<file path="config.mk">
export PLATFORM = sky130hd
export DESIGN_NAME = sequence_reorder_buffer_top
export DESIGN_NICKNAME = d
export VERILOG_FILES = /design/src/rtl/srb_pkg.sv /design/src/rtl/srb_ram.sv /design/src/rtl/srb_scan.sv /design/src/rtl/sequence_reorder_buffer_top.sv
export SDC_FILE = /design/constraint.sdc
export NUM_CORES = 2
export LEC_CHECK = 0
export ABC_CLOCK_PERIOD_IN_PS = 22400
export BUFFER_PORTS_ARGS = -buffer_cell sky130_fd_sc_hd__buf_2
export CAP_MARGIN = 10
export CORE_MARGIN = 2
export CORE_UTILIZATION = 40
export DETAILED_ROUTE_END_ITERATION = 8
export GPL_TIMING_DRIVEN = 1
export PLACE_DENSITY_LB_ADDON = 0.25
export SYNTH_ARGS = -nofsm -noshare
export SYNTH_HDL_FRONTEND = slang
export SYNTH_SLANG_ARGS = --single-unit
</file>
<file path="constraint.sdc">
create_clock -name i_clk -period 22.4 [get_ports i_clk]
set_input_delay 2.24 -clock i_clk [delete_from_list [all_inputs] [get_ports i_clk]]
set_output_delay 2.24 -clock i_clk [all_outputs]
set_load 0.05 [all_outputs]
</file>
<file path="src/rtl/srb_pkg.sv">
package srb_pkg;

    // Ring geometry
    localparam int SLOTS  = 64;
    localparam int SLOT_W = $clog2(SLOTS);
    localparam int CNT_W  = $clog2(SLOTS + 1);

    // Fixed field widths
    localparam int SEQ_W = 16;
    localparam int HND_W = 16;
    localparam int OP_W  = 2;
    localparam int ST_W  = 2;
    localparam int OCC_W = 7;

    // Window span as a sequence distance, one bit wider so that it always fits
    localparam logic [SEQ_W:0]   SLOTS_SPAN = (SEQ_W + 1)'(SLOTS);
    // Serial arithmetic: a is before b when (b - a) lies in 1 .. SEQ_HALF - 1
    localparam logic [SEQ_W-1:0] SEQ_HALF   = 16'h8000;

    // Request opcodes
    localparam logic [OP_W-1:0] OP_INSERT = 2'd0;
    localparam logic [OP_W-1:0] OP_LOOKUP = 2'd1;
    localparam logic [OP_W-1:0] OP_REMOVE = 2'd2;

    // Result status codes
    localparam logic [ST_W-1:0] ST_OK      = 2'd0;
    localparam logic [ST_W-1:0] ST_OUT_WIN = 2'd1;
    localparam logic [ST_W-1:0] ST_DROPPED = 2'd2;

    typedef logic [SLOT_W-1:0] t_slot;
    typedef logic [SEQ_W-1:0]  t_seq;

    // Scan unit request and result
    typedef struct packed {
        t_slot base;
        logic  down;
    } t_scan_req;

    typedef struct packed {
        t_slot idx;
        logic  any;
    } t_scan_res;

    function automatic logic seq_before(input t_seq a, input t_seq b);
        t_seq d;
        d = b - a;
        return (d != '0) && (d < SEQ_HALF);
    endfunction

endpackage

</file>
<file path="src/rtl/srb_ram.sv">
module srb_ram #(
    parameter int WIDTH = 16,
    parameter int DEPTH = 64
) (
    input  logic                     i_clk,
    input  logic                     i_we,
    input  logic [$clog2(DEPTH)-1:0] i_waddr,
    input  logic [WIDTH-1:0]         i_wdata,
    input  logic                     i_re,
    input  logic [$clog2(DEPTH)-1:0] i_raddr,
    output logic [WIDTH-1:0]         o_rdata
);

    logic [WIDTH-1:0] r_mem [DEPTH];
    logic [WIDTH-1:0] r_rdata;

    // One write port, one registered read port; read data holds without a read
    always_ff @(posedge i_clk) begin
        if (i_we) begin
            r_mem[i_waddr] <= i_wdata;
        end
        if (i_re) begin
            r_rdata <= r_mem[i_raddr];
        end
    end

    assign o_rdata = r_rdata;

endmodule

</file>
<file path="src/rtl/srb_scan.sv">
module srb_scan import srb_pkg::*; (
    input  logic [SLOTS-1:0] i_vec,
    input  t_scan_req        i_req,
    output t_scan_res        o_res
);

    logic [SLOTS-1:0] rot;
    logic [SLOTS-1:0] low;
    t_slot            pos;

    // Rotate the flag vector so that bit k is the slot k steps from base
    always_comb begin
        rot = '0;
        pos = '0;
        for (int k = 0; k < SLOTS; k++) begin
            pos    = i_req.down ? i_req.base - t_slot'(k) : i_req.base + t_slot'(k);
            rot[k] = i_vec[pos];
        end
    end

    // Isolate the nearest set flag
    assign low = rot & (~rot + {{(SLOTS-1){1'b0}}, 1'b1});

    // One-hot to binary
    always_comb begin
        o_res.idx = '0;
        for (int k = 0; k < SLOTS; k++) begin
            if (low[k]) begin
                o_res.idx = o_res.idx | t_slot'(k);
            end
        end
        o_res.any = |rot;
    end

endmodule

</file>
<file path="src/rtl/sequence_reorder_buffer_top.sv">
// Reorder buffer for a wrapping 16-bit sequence space: a ring of SLOTS handle slots addressed
// by sequence mod SLOTS, with insert, lookup and remove requests and one result per request.
// In the idle state a request is accepted and its slot's handle is read from the single-port-read
// handle RAM; the execute state checks the window, runs the nearest-occupied-slot searches over the
// slot flags and commits the new state together with the result. A result that waits on a stalled
// output lets the next request be taken but holds its commit until the output register frees.
// Slot flags sit in flip-flops and clear at reset, so the block is ready straight after reset
// with no clearing pass; handle storage is never cleared and is only used behind a set flag.
module sequence_reorder_buffer_top import srb_pkg::*; (
    input  logic             i_clk,
    input  logic             i_rst_n,
    input  logic             i_in_valid,
    output logic             o_in_stall,
    input  logic [OP_W-1:0]  i_op,
    input  logic [SEQ_W-1:0] i_seq_index,
    input  logic [HND_W-1:0] i_handle,
    output logic             o_out_valid,
    input  logic             i_out_stall,
    output logic             o_hit,
    output logic [HND_W-1:0] o_old_handle,
    output logic [ST_W-1:0]  o_status,
    output logic [OCC_W-1:0] o_occupancy,
    output logic [SEQ_W-1:0] o_window_start
);

    localparam logic S_IDLE = 1'b0;
    localparam logic S_EXEC = 1'b1;

    localparam logic [SLOTS-1:0] ONE_HOT0 = {{(SLOTS-1){1'b0}}, 1'b1};

    logic             r_state;
    logic [OP_W-1:0]  r_op;
    t_seq             r_seq;
    logic [HND_W-1:0] r_handle;
    logic [SLOTS-1:0] r_valid;
    t_seq             r_first;
    t_seq             r_end;
    logic [CNT_W-1:0] r_count;

    logic             r_out_valid;
    logic             r_out_hit;
    logic [HND_W-1:0] r_out_old;
    logic [ST_W-1:0]  r_out_status;
    logic [OCC_W-1:0] r_out_occ;
    t_seq             r_out_start;

    logic [SLOTS-1:0] n_valid;
    t_seq             n_first;
    t_seq             n_end;
    logic [CNT_W-1:0] n_count;
    logic             n_hit;
    logic [HND_W-1:0] n_old;
    logic [ST_W-1:0]  n_status;

    logic             in_acc;
    logic             out_free;
    logic             commit;
    logic             ram_we;
    logic [HND_W-1:0] ram_q;

    t_slot            slot;
    logic             hit_raw;
    logic             is_before;
    t_seq             dist_fwd;
    t_seq             dist_back;
    logic             fwd_ok;
    logic             in_win;
    t_seq             nxt;
    logic [SLOTS-1:0] valid_clr;
    logic [SLOTS-1:0] vec_a;
    t_scan_req        req_a;
    t_scan_req        req_b;
    t_scan_res        res_a;
    t_scan_res        res_b;
    t_slot            free_n;
    logic             ins_ok;
    logic [CNT_W-1:0] cnt_after;

    // Handshake
    assign in_acc     = i_in_valid && (r_state == S_IDLE);
    assign o_in_stall = (r_state != S_IDLE);
    assign out_free   = !r_out_valid || !i_out_stall;
    assign commit     = (r_state == S_EXEC) && out_free;

    // Handle storage
    srb_ram #(
        .WIDTH (HND_W),
        .DEPTH (SLOTS)
    ) u_ram (
        .i_clk   (i_clk),
        .i_we    (ram_we && commit),
        .i_waddr (slot),
        .i_wdata (r_handle),
        .i_re    (in_acc),
        .i_raddr (i_seq_index[SLOT_W-1:0]),
        .o_rdata (ram_q)
    );

    // Window arithmetic on the held request
    assign slot      = r_seq[SLOT_W-1:0];
    assign hit_raw   = r_valid[slot];
    assign is_before = seq_before(r_seq, r_first);
    assign dist_fwd  = r_seq - r_first;
    assign dist_back = r_first - r_seq;
    assign fwd_ok    = {1'b0, dist_fwd} < SLOTS_SPAN;
    assign in_win    = !is_before && fwd_ok;
    assign nxt       = r_seq + SEQ_W'(1);
    assign valid_clr = r_valid & ~(ONE_HOT0 << slot);
    assign cnt_after = hit_raw ? r_count - CNT_W'(1) : r_count;

    // Scan A: free run below the window start on insert, next occupied after it on remove
    assign vec_a      = (r_op == OP_INSERT) ? r_valid : valid_clr;
    assign req_a.base = (r_op == OP_INSERT) ? r_first[SLOT_W-1:0] - t_slot'(1)
                                            : r_first[SLOT_W-1:0] + t_slot'(1);
    assign req_a.down = (r_op == OP_INSERT);

    // Scan B: last occupied slot below the window end on remove
    assign req_b.base = r_end[SLOT_W-1:0] - t_slot'(1);
    assign req_b.down = 1'b1;

    srb_scan u_scan_a (
        .i_vec (vec_a),
        .i_req (req_a),
        .o_res (res_a)
    );

    srb_scan u_scan_b (
        .i_vec (valid_clr),
        .i_req (req_b),
        .o_res (res_b)
    );

    // Free slots below the start, capped one short of the ring
    assign free_n = res_a.any ? res_a.idx : '1;
    assign ins_ok = (r_count == '0) || (is_before ? (dist_back <= SEQ_W'(free_n)) : fwd_ok);

    // Next state and result
    always_comb begin
        n_valid  = r_valid;
        n_first  = r_first;
        n_end    = r_end;
        n_count  = r_count;
        n_hit    = 1'b0;
        n_old    = '0;
        n_status = ST_OK;
        ram_we   = 1'b0;
        unique case (r_op) inside
            OP_INSERT: begin
                if (!ins_ok) begin
                    n_status = ST_DROPPED;
                end else begin
                    ram_we  = 1'b1;
                    n_valid = r_valid | (ONE_HOT0 << slot);
                    if (r_count == '0) begin
                        n_first = r_seq;
                        n_end   = nxt;
                    end else begin
                        if (is_before) begin
                            n_first = r_seq;
                        end
                        if (seq_before(r_end, nxt)) begin
                            n_end = nxt;
                        end
                    end
                    if (hit_raw) begin
                        n_hit = 1'b1;
                        n_old = ram_q;
                    end else begin
                        n_count = r_count + CNT_W'(1);
                    end
                end
            end
            OP_LOOKUP, OP_REMOVE: begin
                if (!in_win) begin
                    n_status = ST_OUT_WIN;
                end else begin
                    if (hit_raw) begin
                        n_hit = 1'b1;
                        n_old = ram_q;
                    end
                    if (r_op == OP_REMOVE) begin
                        n_valid = valid_clr;
                        n_count = cnt_after;
                        if (hit_raw && cnt_after == '0) begin
                            n_end = r_first;
                        end
                        // Start moves up to the nearest occupied slot
                        if (r_seq == r_first && cnt_after != '0) begin
                            n_first = r_first + SEQ_W'(1) + SEQ_W'(res_a.idx);
                        end
                        // End moves down to one past the nearest occupied slot
                        if (nxt == r_end && cnt_after != '0) begin
                            n_end = r_end - SEQ_W'(res_b.idx);
                        end
                    end
                end
            end
            default: begin
            end
        endcase
    end

    // Control and window state
    always_ff @(posedge i_clk) begin
        if (!i_rst_n) begin
            r_state     <= S_IDLE;
            r_valid     <= '0;
            r_first     <= '0;
            r_end       <= '0;
            r_count     <= '0;
            r_out_valid <= 1'b0;
        end else begin
            unique case (r_state)
                S_IDLE: begin
                    if (in_acc) begin
                        r_state <= S_EXEC;
                    end
                end
                S_EXEC: begin
                    if (commit) begin
                        r_state <= S_IDLE;
                    end
                end
                default: begin
                    r_state <= S_IDLE;
                end
            endcase
            if (commit) begin
                r_valid     <= n_valid;
                r_first     <= n_first;
                r_end       <= n_end;
                r_count     <= n_count;
                r_out_valid <= 1'b1;
            end else if (r_out_valid && !i_out_stall) begin
                r_out_valid <= 1'b0;
            end
        end
    end

    // Request and result payload
    always_ff @(posedge i_clk) begin
        if (in_acc) begin
            r_op     <= i_op;
            r_seq    <= i_seq_index;
            r_handle <= i_handle;
        end
        if (commit) begin
            r_out_hit    <= n_hit;
            r_out_old    <= n_old;
            r_out_status <= n_status;
            r_out_occ    <= OCC_W'(n_count);
            r_out_start  <= n_first;
        end
    end

    assign o_out_valid    = r_out_valid;
    assign o_hit          = r_out_hit;
    assign o_old_handle   = r_out_old;
    assign o_status       = r_out_status;
    assign o_occupancy    = r_out_occ;
    assign o_window_start = r_out_start;

    // Occupancy always matches the slot flags
    a_cnt_flags: assert property (@(posedge i_clk) disable iff (!i_rst_n)
        $countones(r_valid) == int'(r_count))
        else $error("occupancy count disagrees with slot flags");

    // The window start slot is occupied whenever anything is held
    a_first_occ: assert property (@(posedge i_clk) disable iff (!i_rst_n)
        (r_count != '0) |-> r_valid[r_first[SLOT_W-1:0]])
        else $error("window start points at an empty slot");

    // Never more entries than slots
    a_cnt_max: assert property (@(posedge i_clk) disable iff (!i_rst_n)
        r_count <= CNT_W'(SLOTS))
        else $error("occupancy above ring size");

    // A refused request returns no handle
    a_miss: assert property (@(posedge i_clk) disable iff (!i_rst_n)
        (o_out_valid && o_status != ST_OK) |-> (!o_hit && o_old_handle == '0))
        else $error("refused request reports a handle");

    // A commit frees the block and presents a result
    a_commit: assert property (@(posedge i_clk) disable iff (!i_rst_n)
        commit |=> (r_state == S_IDLE && r_out_valid))
        else $error("commit did not present a result");

endmodule
</file>
# Word level (Yosys, flattened, before mapping)
# Memories as Yosys holds them, arrays and structs flattened. A register that Yosys moved wholly into a read port is not among the register bits.
# Index checks and enable logic that the tools add are counted.
[word_totals] ff_bits=165 ramBits=1024 inputBits=38 output_inout_bits=44 n_memories=1
[op_classes] addsub=135 magnitude_cmp=68 eq_ne=11 n_shift=1 muxes=348 bitwise=6 reduce_logical=20
[mem_list] memory="u_ram.r_mem" depth=64 word_bits=16 rd=1 rd_ports_with_merged_regs=1 wr=1 line="srb_ram.sv:14" source="logic [WIDTH-1:0] r_mem [DEPTH];"
[ops] op="$mux 64" n=10
[ops] op="$mux 6" n=97
[ops] op="$mux 16" n=29
[ops] op="$lt 6x7->1 const B" n=65
[ops] op="$bmux 1 s6" n=65
[ops] op="$add 6x6->6 const B" n=32
[ops] op="$sub 6x6->6 const B" n=32
[ops] op="$and 64x64->64" n=2
[ops] op="$not 64->64" n=2
[ops] op="$pmux 64 s2" n=1
[ops] op="$add 6x5->6 const B" n=16
[ops] op="$sub 6x5->6 const B" n=16
[ops] op="$mux 1" n=94
[ops] op="$mux 7" n=13
[ops] op="$mux 5" n=16
[ops] op="$add 64x1->64 const B" n=1
[ops] op="$or 64x64->64" n=1
[ops] op="$pmux 16 s2" n=2
[ops] op="$reduce_or 64->1" n=1
[ops] op="$shl 1x6->64 const A" n=1
[ops] op="$add 6x4->6 const B" n=8
[ops] op="$sub 6x4->6 const B" n=8
[ops] op="$mux 4" n=8
[ops] op="$sub 16x16->16" n=2
[ops] op="other kinds (37)" n=67

# Logic depth before layout (Yosys ltp)
[logic_depth] depth_word=86 depth_mapped=42 ltp_nobuf=37

# Hierarchy
# From an unflattened synthesis, not the netlist that was laid out.
[hier_totals] cells_unflattened=4004 area_unflattened_um2=59012.8
[by_module_without_submodules] module="srb_ram" n_inst=1 cells_each=1814 area_per_inst_um2=40043.4
[by_module_without_submodules] module="sequence_reorder_buffer_top" n_inst=1 cells_each=1254 area_per_inst_um2=11197.0
[by_module_without_submodules] module="srb_scan" n_inst=1 cells_each=936 area_per_inst_um2=7772.5

# Worst setup path after synthesis
# No wires, ideal clock.
[synth_timing] kind="reg2reg" start="register r_op[0]" end="memory u_ram.r_mem[11][0] (enable)" arrival_time_ns=9.119 t_required_ns=22.012 path_slack_ns=12.892 path_stages_with_launch=39 period_less_slack_ns=9.508 path_cell_list="edfxtp_1 inv_1 ha_1 buf_4 xnor2_2 inv_1 ha_1 a21oi_1 xor2_1 inv_1 clkbuf_1 buf_1 fa_1 xnor2_1 mux4_2 mux2_2 a2111oi_4 nand4_1 [... 3 more ...] o2bb2ai_1 a31oi_1 and3b_1 ha_1 nor2b_1 o21ai_0 nand2b_1 a21oi_1 nor2b_1 o21ai_0 a32oi_1 nor3_1 a21oi_1 nand2_1 and3_1 nand3_1 clkbuf_1 nor2_1"
[synth_between] elab_chain_len=82 elab_cells_between_ends=397 cone_classes="add/sub (127); order compare (1); mux (263); bitwise (2); reduce/logical (4)"
[synth_lines] element="start: declaration" line="sequence_reorder_buffer_top.sv:32" source="logic [OP_W-1:0] r_op;"
[synth_lines] element="start signal: assignment" line="sequence_reorder_buffer_top.sv:243" source="r_op <= i_op;"
[synth_lines] element="$logic_not 2->1 *" line="sequence_reorder_buffer_top.sv:112, sequence_reorder_buffer_top.sv:113, sequence_reorder_buffer_top.sv:115"
[synth_lines] element="$mux 6" line="sequence_reorder_buffer_top.sv:113" source="assign req_a.base = (r_op == OP_INSERT) ? r_first[SLOT_W-1:0] - t_slot'(1)"
[synth_lines] element="$add 6x1->6 / $sub 6x1->6 (equally long branches)" line="srb_scan.sv:16" source="pos = i_req.down ? i_req.base - t_slot'(k) : i_req.base + t_slot'(k);"
[synth_lines] element="$mux 6" line="srb_scan.sv:16"
[synth_lines] element="$bmux 1 s6" line="srb_scan.sv:17" source="rot[k] = i_vec[pos];"
[synth_lines] element="$mux 1 (implied by the code)" line="srb_scan.sv:17"
[synth_lines] element="$not 64->64" line="srb_scan.sv:22" source="assign low = rot & (~rot + {{(SLOTS-1){1'b0}}, 1'b1});"
[synth_lines] element="$add 64x1->64" line="srb_scan.sv:22"
[synth_lines] element="[... 66 more ...]"
[synth_lines] element="$mux 1" line="sequence_reorder_buffer_top.sv:135" source="assign ins_ok = (r_count == '0) || (is_before ? (dist_back <= SEQ_W'(free_n)) : fwd_ok);"
[synth_lines] element="$logic_or 1x1->1" line="sequence_reorder_buffer_top.sv:135"
[synth_lines] element="$mux 1" line="sequence_reorder_buffer_top.sv:149" source="if (!ins_ok) begin"
[synth_lines] element="$mux 1" line="sequence_reorder_buffer_top.sv:147" source="unique case (r_op) inside"
[synth_lines] element="$mux 1 *" line="sequence_reorder_buffer_top.sv:147"
[synth_lines] element="$logic_and 1x1->1 *" line="sequence_reorder_buffer_top.sv:91" source=".i_we (ram_we && commit),"
[synth_lines] element="$mux 1 *" line="srb_ram.sv:19" source="if (i_we) begin"
[synth_lines] element="$mux 1 (implied by the code) *" line="srb_ram.sv:20" source="r_mem[i_waddr] <= i_wdata;"
[synth_lines] element="end: declaration" line="srb_ram.sv:14"
# Mark *: on every way between the ends. The rest lies on a longest branch, timed or not. The select of a mux whose other input is x is not followed.

# Worst setup path in the final report
[layout_timing] start="register r_op[0]" end="memory u_ram.r_mem[61][8] (enable)"
# Same word-level chain as after synthesis.

==> metrics.log <==
INFO  metric leakage = 21.1 nW
INFO  metric synth_fp_nets = 3996
INFO  metric finalHoldViolCount = 0
INFO  metric io_buffers = 81
INFO  metric layout_commonest_cell = sky130_fd_sc_hd__edfxtp_1
INFO  metric crit_arrival = 12.04 ns
INFO  metric synth_area_per_cell = 15.3 um2
INFO  metric dp_hpwl = 121 mm
INFO  metric grt_first_pass_wirelength = 259 mm
INFO  metric status = finished clean
INFO  metric switching_share = 31.2%
INFO  metric ys_seq_area_share = 59.4%
INFO  metric core_area = 148000 um2
INFO  metric p_seq_share = 41.4%
INFO  metric finClkSkew = 0.0663 ns
INFO  metric holdCritStartpoint = o_out_valid$_SDFFE_PN0P_
INFO  metric fp.dieW = 389 um
INFO  metric setup.reg_to_reg.worst_slack = 10.69 ns
INFO  metric most-common-layout-cells = 1116 x sky130_fd_sc_hd__edfxtp_1, 456 x sky130_fd_sc_hd__mux4_2, 185 x sky130_fd_sc_hd__o21ai_0, 183 x sky130_fd_sc_hd__nand2_1, 129 x sky130_fd_sc_hd__nor3_1
INFO  metric upper_clock_frequency_limit = 85.4 MHz
INFO  metric cts.sink_count = 1205
INFO  metric critical_path.max_stage_delay = 1.09 ns
INFO  metric cts.hold.buffers_added = 0
INFO  metric cts_post_setup_buffers_inserted = 0
INFO  metric maximum_vdd_drop = 75.3 uV
INFO  metric cts_resized = 0
INFO  metric detailedRoute.firstPassIterationCount = 8
INFO  metric met2_length = 79.8 mm
INFO  metric clk_latency_worst_skew_pair = 0.74 ns
INFO  metric synthFlopType = sky130_fd_sc_hd__edfxtp_1
INFO  metric critical_setup_path_class = flop to flop
INFO  metric floorplan.die.height = 389 um
INFO  metric timing.critical_path.required = 22.74 ns
INFO  metric whs_path_depth = 2
INFO  metric die-area = 152000 um2
INFO  metric end_kind = flop
INFO  metric grt_antenna_before_repair = 5
INFO  metric num_vias = 37.6k
INFO  metric power.share.combinational = 25.7%
INFO  metric timing.final.crit_share = 52.3%
INFO  metric routedLengthMet1 = 80.2 mm
INFO  metric layout-area-overhead-vs-synth = 11.0%
INFO  metric post_drt_via_cell_ratio = 6.31
INFO  metric slowest_stage = sky130_fd_sc_hd__nor2_2
INFO  metric worstMarginPinSlew = 1.31 ns
INFO  metric hold_end = o_out_valid$_SDFFE_PN0P_
INFO  metric final_layout_size_suffix_gt1_share = 24.2%
INFO  metric io_pins = 82
INFO  metric maximum_number_of_pins_on_one_net_before_global_route_repair = 103
INFO  metric report.final.setup_viol = 0
INFO  metric clock_slew_seen_by_the_registers_of_the_worst_setup_and_hold_paths = 0.06 ns
INFO  metric max-cap-violations = 0
INFO  metric gpl.final_weighted_congestion = 0.998
INFO  metric synth_enable_flop_cells = 1116
INFO  metric report.power.total = 0.00603 W
INFO  metric postSynthRegisterBits = 1205
INFO  metric cts_max_path_buffers = 3
INFO  metric highest_layer = met5
INFO  metric detailedRoute.firstIterationViolations = 4144
INFO  metric initial_core_util = 40.2%
INFO  metric worst_r2r_startpoint = r_op[0]$_DFFE_PP_
INFO  metric ys_types = 96
INFO  metric num-nets-final = 4024
INFO  metric rsz0062_at_grt = no
INFO  metric cts_tree = built
INFO  metric internal-power = 0.00415 W
INFO  metric detail-route-antenna-nets = 0
INFO  metric wl_met3 = 13.8 mm
INFO  metric cts-root-buf = sky130_fd_sc_hd__clkbuf_16
INFO  metric finalMaxSlewViolations = 0
INFO  metric critical_path.max_fanout = 31
INFO  metric min-delay-path-class = flop to flop
INFO  metric reg2reg_to = u_ram.r_mem[61][8]$_DFFE_PP_
INFO  metric grt_overflow_total = 0
INFO  metric grt_pass1_vias = 35.9k
INFO  metric detail_route.drc_violations = 0
INFO  metric powerDensity = 91.4 nW/um2
INFO  metric cts_buffers = 120
INFO  metric placement_rows = 141
INFO  metric power_switching = 0.00188 W
INFO  metric mappedNetlistArea = 59400 um2
INFO  metric wl_per_cell = 29.8 um
INFO  metric slew_headroom = 11.7%
INFO  metric clockPowerShare = 33.0%
INFO  metric synth-warning-count = 0
INFO  metric syn_inst = 3893
INFO  metric clock_tree.htree_level_count = 3
INFO  metric routed_wl = 178 mm
INFO  metric totalNegativeSetupSlack = 0 ns
INFO  metric grtUsageTotal = 23.2%
INFO  metric worst_setup_path_start_kind = flop
INFO  metric worst_r2r_path_depth = 35
INFO  metric async_reset_ff_share = 0%
INFO  metric layout_min_cycle_time = 11.71 ns
[registers in the layout (all words and copies together) (netlist names), named ones only]
signal	flops
r_handle	16
o_in_stall	1
r_count	7
o_window_start	16
r_seq	16
r_op	2
o_status	2
o_occupancy	7
u_ram.r_mem	1024
o_out_valid	1
o_old_handle	16
r_first	16
o_hit	1
u_ram.o_rdata	16
[logic make-up (layout without fill, tap and decap cells)]
kind of cell | Yosys count | after routing | share of synthesized area, %
compound gates | 727 | 727 | 8.26
xor+xnor | 134 | 134 | 2.00
fa+ha+maj | 66 | 66 | 1.46
buf+inv | 333 | 462 | 2.24
flops | 1205 | 1205 | 59.4
mux | 526 | 526 | 18.5
other cells | 0 | 3 | 0
simple gates | 902 | 902 | 8.08
[how the worst max path moves through the flow]
stage / endpoint / slack [ns] / cells past startpoint / from
after floorplan: u_ram.r_mem[11][0]$_DFFE_PP_ / 12.89 / 38 / r_op[0]$_DFFE_PP_
after global placement: u_ram.r_mem[9][13]$_DFFE_PP_ / 10.72 / 35 / r_op[0]$_DFFE_PP_
after detailed placement: u_ram.r_mem[9][13]$_DFFE_PP_ / 10.83 / 35 / r_op[0]$_DFFE_PP_
after CTS: u_ram.r_mem[9][9]$_DFFE_PP_ / 10.83 / 35 / r_op[0]$_DFFE_PP_
after global routing: u_ram.r_mem[63][5]$_DFFE_PP_ / 10.06 / 35 / r_op[0]$_DFFE_PP_
final: u_ram.r_mem[61][8]$_DFFE_PP_ / 10.69 / 35 / r_op[0]$_DFFE_PP_
[synthesized netlist by cell type, drive strengths merged (11+ instances only)]
cell type | number | area share, %
o22a | 32 | 0.47
nor2 | 187 | 1.2
or4 | 18 | 0.23
xor2 | 51 | 0.75
o21bai | 13 | 0.16
a21o | 28 | 0.35
a2111oi | 11 | 0.24
edfxtp | 1116 | 56
clkbuf | 177 | 1.1
inv | 68 | 0.43
a31oi | 16 | 0.17
nor2b | 26 | 0.27
mux4 | 456 | 17
nand2b | 23 | 0.24
or2 | 47 | 0.49
and3 | 17 | 0.18
mux2i | 39 | 0.66
nor3b | 13 | 0.18
nand4 | 37 | 0.41
o22ai | 56 | 0.59
nor4 | 80 | 0.87
o31ai | 11 | 0.14
o211a | 35 | 0.59
and2 | 29 | 0.31
nor3 | 132 | 1.1
o41ai | 25 | 0.37
nand3 | 38 | 0.32
a21oi | 117 | 0.99
ha | 59 | 1.2
o21ai | 202 | 1.7
buf | 88 | 0.70
dfxtp | 89 | 3.0
nand2 | 183 | 1.2
a211oi | 12 | 0.15
o211ai | 80 | 1.0
mux2 | 31 | 0.59
xnor2 | 83 | 1.2
[power groups by stage]
stage	sequential [W]	clock (W)	combinational [W]
after detailed placement	0.00254	0	0.00151
after global placement	0.00254	0	0.00152
after CTS	0.00249	0.00202	0.00151
after global routing	0.00250	0.00210	0.00164
after floorplan	0.00257	0	0.00101
final	0.00249	0.00199	0.00155
[routing by layer]
layer	vias up	track usage [%]
met5	-	0
met4	2	5.25
met3	243	4.22
met2	1627	34.8
met1	19700	35.1
li1	16000	-
[metrics by stage]
stage / utilization, % / hold WS [ns] / instances / area [um2] / setup WS, ns
after floorplan: - / 0.497 / 3893 / 59400 / 12.89
after global placement: 42.0 / 0.484 / 5726 / 62000 / 10.72
after detailed placement: 42.0 / 0.495 / 5728 / 62100 / 10.83
after CTS: 44.6 / 0.510 / 5951 / 65900 / 10.83
after global routing: 44.6 / 0.535 / 5952 / 65900 / 10.06
final: 44.7 / 0.504 / 5955 / 65900 / 10.69
[worst max-delay path, delay by kind of cell, from the launching register on]
family                   cells  cell delay [ns]
multiplexers                 2             1.19
flip-flops                   1             0.41
adder cells (fa/ha/maj)      3             1.40
buffers and inverters        5             1.41
AND/OR/NAND/NOR             17             5.40
AO/OA/AOI/OAI                8             1.43
[cell type report]
type / count / area, um2
Clock buffer: 148 / 3110
Antenna cell: 3 / 7.51
Fill cell: 12800 / 81700
Tap cell: 1930 / 2410
Clock inverter: 75 / 757
Timing Repair Buffer: 171 / 1100
Multi-Input combinational cell: 2355 / 23000
Sequential cell: 1205 / 35300
Inverter: 68 / 256
Power figures use the tool's default switching activity.
